$ cat config.mk
export PLATFORM = sky130hd
export DESIGN_NAME = gbes_ctrl
export DESIGN_NICKNAME = d
export VERILOG_FILES = /design/src/rtl/gbes_pkg.sv /design/src/rtl/gbes_ctrl.sv
export SDC_FILE = /design/constraint.sdc
export NUM_CORES = 1
export LEC_CHECK = 0
export BUFFER_PORTS_ARGS = -buffer_cell sky130_fd_sc_hd__clkbuf_2
export CORE_AREA = 4 4 41 43
export DETAILED_ROUTE_END_ITERATION = 16
export DIE_AREA = 0 0 45 47
export HOLD_SLACK_MARGIN = 0.02
export PLACE_DENSITY_LB_ADDON = 0.3
export SETUP_SLACK_MARGIN = 0.15
export SLEW_MARGIN = 5
export SYNTH_ARGS = -nofsm -noshare
export SYNTH_HDL_FRONTEND = slang
export SYNTH_SLANG_ARGS = --single-unit
export TNS_END_PERCENT = 10
$ cat constraint.sdc
create_clock -name clk -period 2.8 [get_ports clk]
set_input_delay 0.42 -clock clk [delete_from_list [all_inputs] [get_ports clk]]
set_output_delay 0.42 -clock clk [all_outputs]
set_load 0.01 [all_outputs]
$ cat src/rtl/gbes_pkg.sv
// Shared constants and types for the gap buffer text store.
package gbes_pkg;

  localparam int CAPACITY = 4096;
  localparam int ADDR_W   = $clog2(CAPACITY);
  localparam int CNT_W    = 13;
  localparam int CHAR_W   = 8;
  localparam int MODE_W   = 2;
  localparam int STAT_W   = 2;
  localparam int IN_W     = 24;
  localparam int OUT_W    = 24;

  localparam logic [MODE_W-1:0] MODE_INSERT     = 2'd0;
  localparam logic [MODE_W-1:0] MODE_DEL_BEFORE = 2'd1;
  localparam logic [MODE_W-1:0] MODE_DEL_AT     = 2'd2;
  localparam logic [MODE_W-1:0] MODE_READ       = 2'd3;

  localparam logic [STAT_W-1:0] ST_DONE  = 2'd0;
  localparam logic [STAT_W-1:0] ST_RANGE = 2'd1;
  localparam logic [STAT_W-1:0] ST_FULL  = 2'd2;

  typedef struct packed {
    logic load;
    logic check;
    logic move_rd;
    logic move_wr;
    logic edit;
    logic emit;
  } gbes_cmd_t;

  typedef struct packed {
    logic chk_err;
    logic is_read;
    logic at_target;
    logic out_free;
  } gbes_sts_t;

endpackage

$ cat src/rtl/gbes_ctrl.sv
// Controller state machine that sequences checking, gap moves, edits and results.
module gbes_ctrl (
  input  logic                clk,
  input  logic                rst_n,
  input  logic                in_valid,
  output logic                in_ready,
  input  gbes_pkg::gbes_sts_t sts,
  output gbes_pkg::gbes_cmd_t cmd
);

  typedef enum logic [5:0] {
    S_IDLE    = 6'b000001,
    S_CHECK   = 6'b000010,
    S_MOVE_RD = 6'b000100,
    S_MOVE_WR = 6'b001000,
    S_EDIT    = 6'b010000,
    S_DONE    = 6'b100000
  } state_t;

  state_t state_r, state_nxt;

  always_comb begin
    state_nxt = state_r;
    cmd       = '0;
    in_ready  = 1'b0;
    unique case (state_r)
      S_IDLE: begin
        in_ready = 1'b1;
        if (in_valid) begin
          cmd.load  = 1'b1;
          state_nxt = S_CHECK;
        end
      end
      S_CHECK: begin
        cmd.check = 1'b1;
        if (sts.chk_err || sts.is_read) begin
          state_nxt = S_DONE;
        end else begin
          state_nxt = S_MOVE_RD;
        end
      end
      S_MOVE_RD: begin
        if (sts.at_target) begin
          state_nxt = S_EDIT;
        end else begin
          cmd.move_rd = 1'b1;
          state_nxt   = S_MOVE_WR;
        end
      end
      S_MOVE_WR: begin
        cmd.move_wr = 1'b1;
        state_nxt   = S_MOVE_RD;
      end
      S_EDIT: begin
        cmd.edit  = 1'b1;
        state_nxt = S_DONE;
      end
      S_DONE: begin
        if (sts.out_free) begin
          cmd.emit  = 1'b1;
          state_nxt = S_IDLE;
        end
      end
      default: begin
        state_nxt = S_IDLE;
      end
    endcase
  end

  always_ff @(posedge clk) begin
    if (!rst_n) begin
      state_r <= S_IDLE;
    end else begin
      state_r <= state_nxt;
    end
  end

endmodule

==> run metrics, run 1 <==
Post-Syn Nets=between 50 and 60; synth warn=0; final wirelength=roughly 970 µm; power density cells=482.8 mW/mm²; sequential fraction of the synthesis area=approximately 30%; Via Count=about 440; vias in the first global route=approximately 420; Reg2Reg Depth=3; clk root buf=clkbuf_4; share of power burned in registers=around 44%; setup bufs post-CTS=0; core area=about 0.0013 mm²; Reg with most FFs=state_r; worst path required time=2.38 ns; Pins Over Slew Limit=0; synth-to-layout area growth=22.15%; Finished Core Util=38.17%; Clock Power Share=approximately 32%; Starting Density=between 30% and 40%; Worst Hold End=state_r[4]; worst skew pair latency=roughly 0.24 ns; Post-synth ARST share=0%; 1st-pass router iterations=2; Synth Flop Type=dfxtp_1; period utilisation layout=a little over two thirds; GR Overflow Total=0; die area=0.002115 mm²; final setup vio count=0; Cell Chain, Critical Path=nor3_1 -> and3_1 -> and2_1 -> clkbuf_2; hold crit path type=in2reg; sw frac=29.88%; Max Clock Freq=509.9 MHz; R2R Path Start=state_r[0]; Clock H-tree levels=1; setup repair after global routing missed its margin=false; Diodes inserted=0; DRC=0; Setup crit end kind=output port; Worst path max stage delay=~0.44 ns; CP Launch Type=flop; Slew headroom=between 60% and 70%; P_int=approximately 0.17 mW; initial antenna violation count=0; pin count of the biggest net entering global routing=13; Area contributors post-synth=dfxtp_1 (30%), nor3b_1 (7.4%), and3_1 (6.2%); DRT iter0 DRCs=7; first-pass GRT wire length=~1.7 mm; share of the synthesized area in the top cell type=roughly 30%; Comb pwr share=23.9%; Worst-path clk slew=roughly 0.050 ns; min-delay src=sts[1]; endpoints failing hold=0; Lkg Pwr=between 0.2 and 0.25 nW; min cycle time layout=around 2.0 ns; top-count cell post-synth=dfxtp_1; syn_area_per_cell=between 7 and 8 µm²; Largest regs=state_r: 6 flops; Hold Path Stages=3; maximum vdd drop=slightly above 0.0002 V; Synth Register Bits=6; TritonCTS buffer count=3; number of synthesized flops with an enable pin=0; CTS tree=built; Netlist cell types=28; instance count of the mapped netlist=51; MaxCap Viol Count=0; max reg flops=6; Total GRT Usage=between 10% and 20%; vias per cell=between 5 and 6; clk sinks=6; layout cells sized above 1=between 20% and 30%; Hold Buf Count CTS=0; Total Power=~0.24 mW; # IOs=14; Chip Width=approximately 45 µm; dpl hpwl=between 700 and 800 µm; synthesized cell area=between 400 and 500 µm²; status=completed; leading area contributor after synthesis=dfxtp_1; Sw Pwr=0.07166 mW; Rows=13; CTS Buffer Depth=2; antenna viol nets, final=0; I/O Buffers=13; routed len/inst=between 10 and 15 µm; Worst Clk Skew=~0.0043 ns; critical path class=reg2out; commonest cells in the synthesized netlist=dfxtp_1 (6), nor2_1 (5), and3_1 (4), nor3b_1 (4), nor3_1 (3); Worst R2R End=state_r[4]; post-cts resize count=0; TNS Setup=0 ns; final layout net count=73; CP max FO=8; reg-to-reg slack, setup=between 1 and 1.5 ns; GP Congestion=~0.8; Crit-path slowest cell=nor3_1; Die Y=about 47 µm; Worst Tran Pin Value=~0.56 ns; CP arrival=roughly 1.5 ns
logic make-up after synthesis:
kind of cell / synth area share (%)
DFF: 29.54
and+or+nand+nor: 46.77
buffers and inverters: 5.845
xor gates and xnor gates: 2.154
AOI/OAI and AO/OA: 15.69
cell type report:
cell class                      instances  area [µm²]
Clock buffer                            3       22.52
Fill cell                             152       804.5
Inverter                                2       7.507
Multi-Input combinational cell         40       262.8
Sequential cell                         6       120.1
Tap cell                               15       18.77
Timing Repair Buffer                   13       65.06
cell usage in the layout, fill, tap and decap left out, types with 2 or more instances in the layout:
master	n
nand4_1	2
nor2_1	5
and3_1	4
clkbuf_4	3
nor3b_1	4
inv_1	2
o21ai_0	2
nor4_1	2
dfxtp_1	6
nor3_1	3
clkbuf_2	13
o211ai_1	2
nor2b_1	2
power by group through the flow:
| stage | Sequential (mW) | Clock, mW | Combinational [mW] |
|---|---|---|---|
| 2_1_floorplan | 0.0990 | 0 | 0.0443 |
| 3_3_place_gp | 0.107 | 0 | 0.0565 |
| 3_5_place_dp | 0.107 | 0 | 0.0575 |
| 4_1_cts | 0.105 | 0.0816 | 0.0574 |
| 5_1_grt | 0.108 | 0.0883 | 0.0637 |
| 6_report | 0.106 | 0.0769 | 0.0573 |
routing by layer:
layer / vias up / wire, µm / global-route usage, %
met1: 206 / 421 / 11.67
li1: 220 / - / -
met5: - / 0 / 0
met2: 9 / 495 / 19.49
met4: 0 / 9 / 5.263
met3: 2 / 44 / 5.747
worst max-delay path: cells and delay by family (launching register included):
kind | cells | cell delay, ns
buffers and inverters | 1 | 0.12
DFF | 1 | 0.36
and+or+nand+nor | 3 | 0.83
through the flow:
stage          setup WS (ns)  std cells  cell area (µm²)  hold slack (ns)
5_1_grt               0.6879         79            496.7           0.4426
3_5_place_dp           1.089         76            474.2           0.5380
4_1_cts               0.8302         79            496.7           0.4212
3_3_place_gp           1.087         76            474.2           0.5314
2_1_floorplan          1.194         51            406.6           0.4996
6_report              0.8388         79            496.7           0.4343
worst max path at each step:
| stage | to | slack, ns | depth (start not counted) | from |
|---|---|---|---|---|
| floorplan | cmd[0] | 1.19 | 3 | state_r[4] |
| global placement | cmd[5] | 1.09 | 4 | state_r[2] |
| detailed placement | cmd[5] | 1.09 | 4 | state_r[2] |
| CTS | cmd[5] | 0.83 | 4 | state_r[2] |
| global route | cmd[5] | 0.69 | 4 | state_r[4] |
| finish | cmd[5] | 0.84 | 4 | state_r[2] |
(Power assumes the default switching activity.)
==> run 2, diff against run 1 <==
- clock period: 2.8 -> 1.9 ns (I/O delays scaled with it)
==> run metrics, run 2 (synthesized netlist as in run 1, its figures left out) <==
1st-pass router iterations=4; TNS Setup=0 ns; CTS Buffer Depth=2; GP Congestion=~0.86; worst path required time=~1.6 ns; most frequent cells in the layout=clkbuf_2 (13), nor2_1 (5), dfxtp_1 (5), and3_1 (4), nor3b_1 (4); clk sinks=6; first-pass GRT wire length=1.483 mm; DRC=0; final wirelength=897 µm; clk root buf=clkbuf_4; Post-Place Cells=between 70 and 80; Pins Over Slew Limit=0; maximum vdd drop=0.0003179 V; Total GRT Usage=10.18%; Via Count=approximately 430; Clock H-tree levels=1; Worst-path clk slew=0.05 ns; pin count of the biggest net entering global routing=13; routed len/inst=between 10 and 15 µm; Chip Width=around 45 µm; GR Overflow Total=0; min cycle time layout=1.677 ns; Cell Area, Placed=slightly below 500 µm²; reg-to-reg slack, setup=around 0.26 ns; synth-to-layout area growth=28.62%; die area=around 0.0021 mm²; Slew headroom=a little under two thirds; endpoints failing hold=0; vias per cell=~5.4; MaxCap Viol Count=0; design area=around 520 µm²; CP Launch Type=flop; initial antenna violation count=0; Max Clock Freq=~600 MHz; core area=approximately 0.0013 mm²; final setup vio count=0; critical path class=reg2out; CTS tree=built; antenna viol nets, final=0; status=completed; vias in the first global route=approximately 350; CP max FO=8; Reg with most FFs=state_r; power density cells=698.3 mW/mm²; final layout net count=74; layout cells sized above 1=a little over a third; Worst Clk Skew=roughly 0.012 ns; worst skew pair latency=between 0.2 and 0.3 ns; I/O Buffers=13; Setup crit end kind=output port; Worst Tran Pin Value=between 0.5 and 0.6 ns; period utilisation layout=approximately nine tenths; # IOs=14; Lkg Pwr=~0.23 nW; hold crit path type=in2reg; setup repair after global routing missed its margin=true; commonest non-fill, non-tap cell in the layout=clkbuf_2; Total Power=0.3652 mW; TritonCTS buffer count=3; Rows=13; dpl hpwl=728.1 µm; Finished Core Util=roughly 40%; DRT iter0 DRCs=11; Diodes inserted=0; Non-Filler Instances=80; Die Y=~47 µm; CP arrival=~1.4 ns; Largest regs=state_r: 6 flops; max reg flops=6; Starting Density=about 31%
[run 2: worst paths after layout]
check	from	endpoint	cells past startpoint
worst max-delay path	state_r[2]	cmd[0]	3
worst min-delay path	sts[1]	state_r[4]	3
worst max register to register	state_r[0]	state_r[4]	3
worst min register to register	state_r[2]	state_r[4]	2
[run 2: metal layers]
| layer | vias to the layer above | wire length, µm | global-route usage (%) |
|---|---|---|---|
| met2 | 8 | 454 | 16.67 |
| met5 | - | 0 | 0 |
| met3 | 5 | 36 | 3.448 |
| met4 | 0 | 21 | 7.018 |
| li1 | 225 | - | - |
| met1 | 191 | 385 | 11.11 |
[run 2: final cells by class]
type	instances	area (µm²)
fillers	144	778.2
multi-input cells	40	280.3
flip-flops and latches	6	121.4
repair buffers	14	72.57
clock buffers	3	22.52
well taps	15	18.77
inverters	2	7.507
[run 2: metrics by stage]
stage | worst slack [ns] | hold WS, ns
after floorplan | 0.4291 | 0.4309
after global placement | 0.3664 | 0.5505
after detailed placement | 0.3459 | 0.5383
after CTS | 0.1274 | 0.2965
after global routing | 0.1442 | 0.3062
final | 0.2231 | 0.2931
[run 2: power by group]
group          total, mW  internal, mW  switching (mW)
Clock              0.119        0.0716          0.0473
Sequential         0.159         0.135          0.0241
Combinational     0.0869        0.0439          0.0430
Total              0.365         0.251           0.115
[run 2: what timing repair did]
item | 4_1_cts | 5_1_grt
gates cloned | 0 | 0
hold endpoints to repair | 0 | 0
endpoints found under the setup margin | 2 | 2
buffers inserted | 0 | 0
hold buffers | 0 | 0
pin swaps | 0 | 0
gates resized for setup | 1 | 3
[run 2: worst max-delay path, stage by stage, from the launching register on]
cell and delay (ns):
dfxtp_2 0.35, or3_4 0.42, nor4_2 0.21, clkbuf_2 0.17
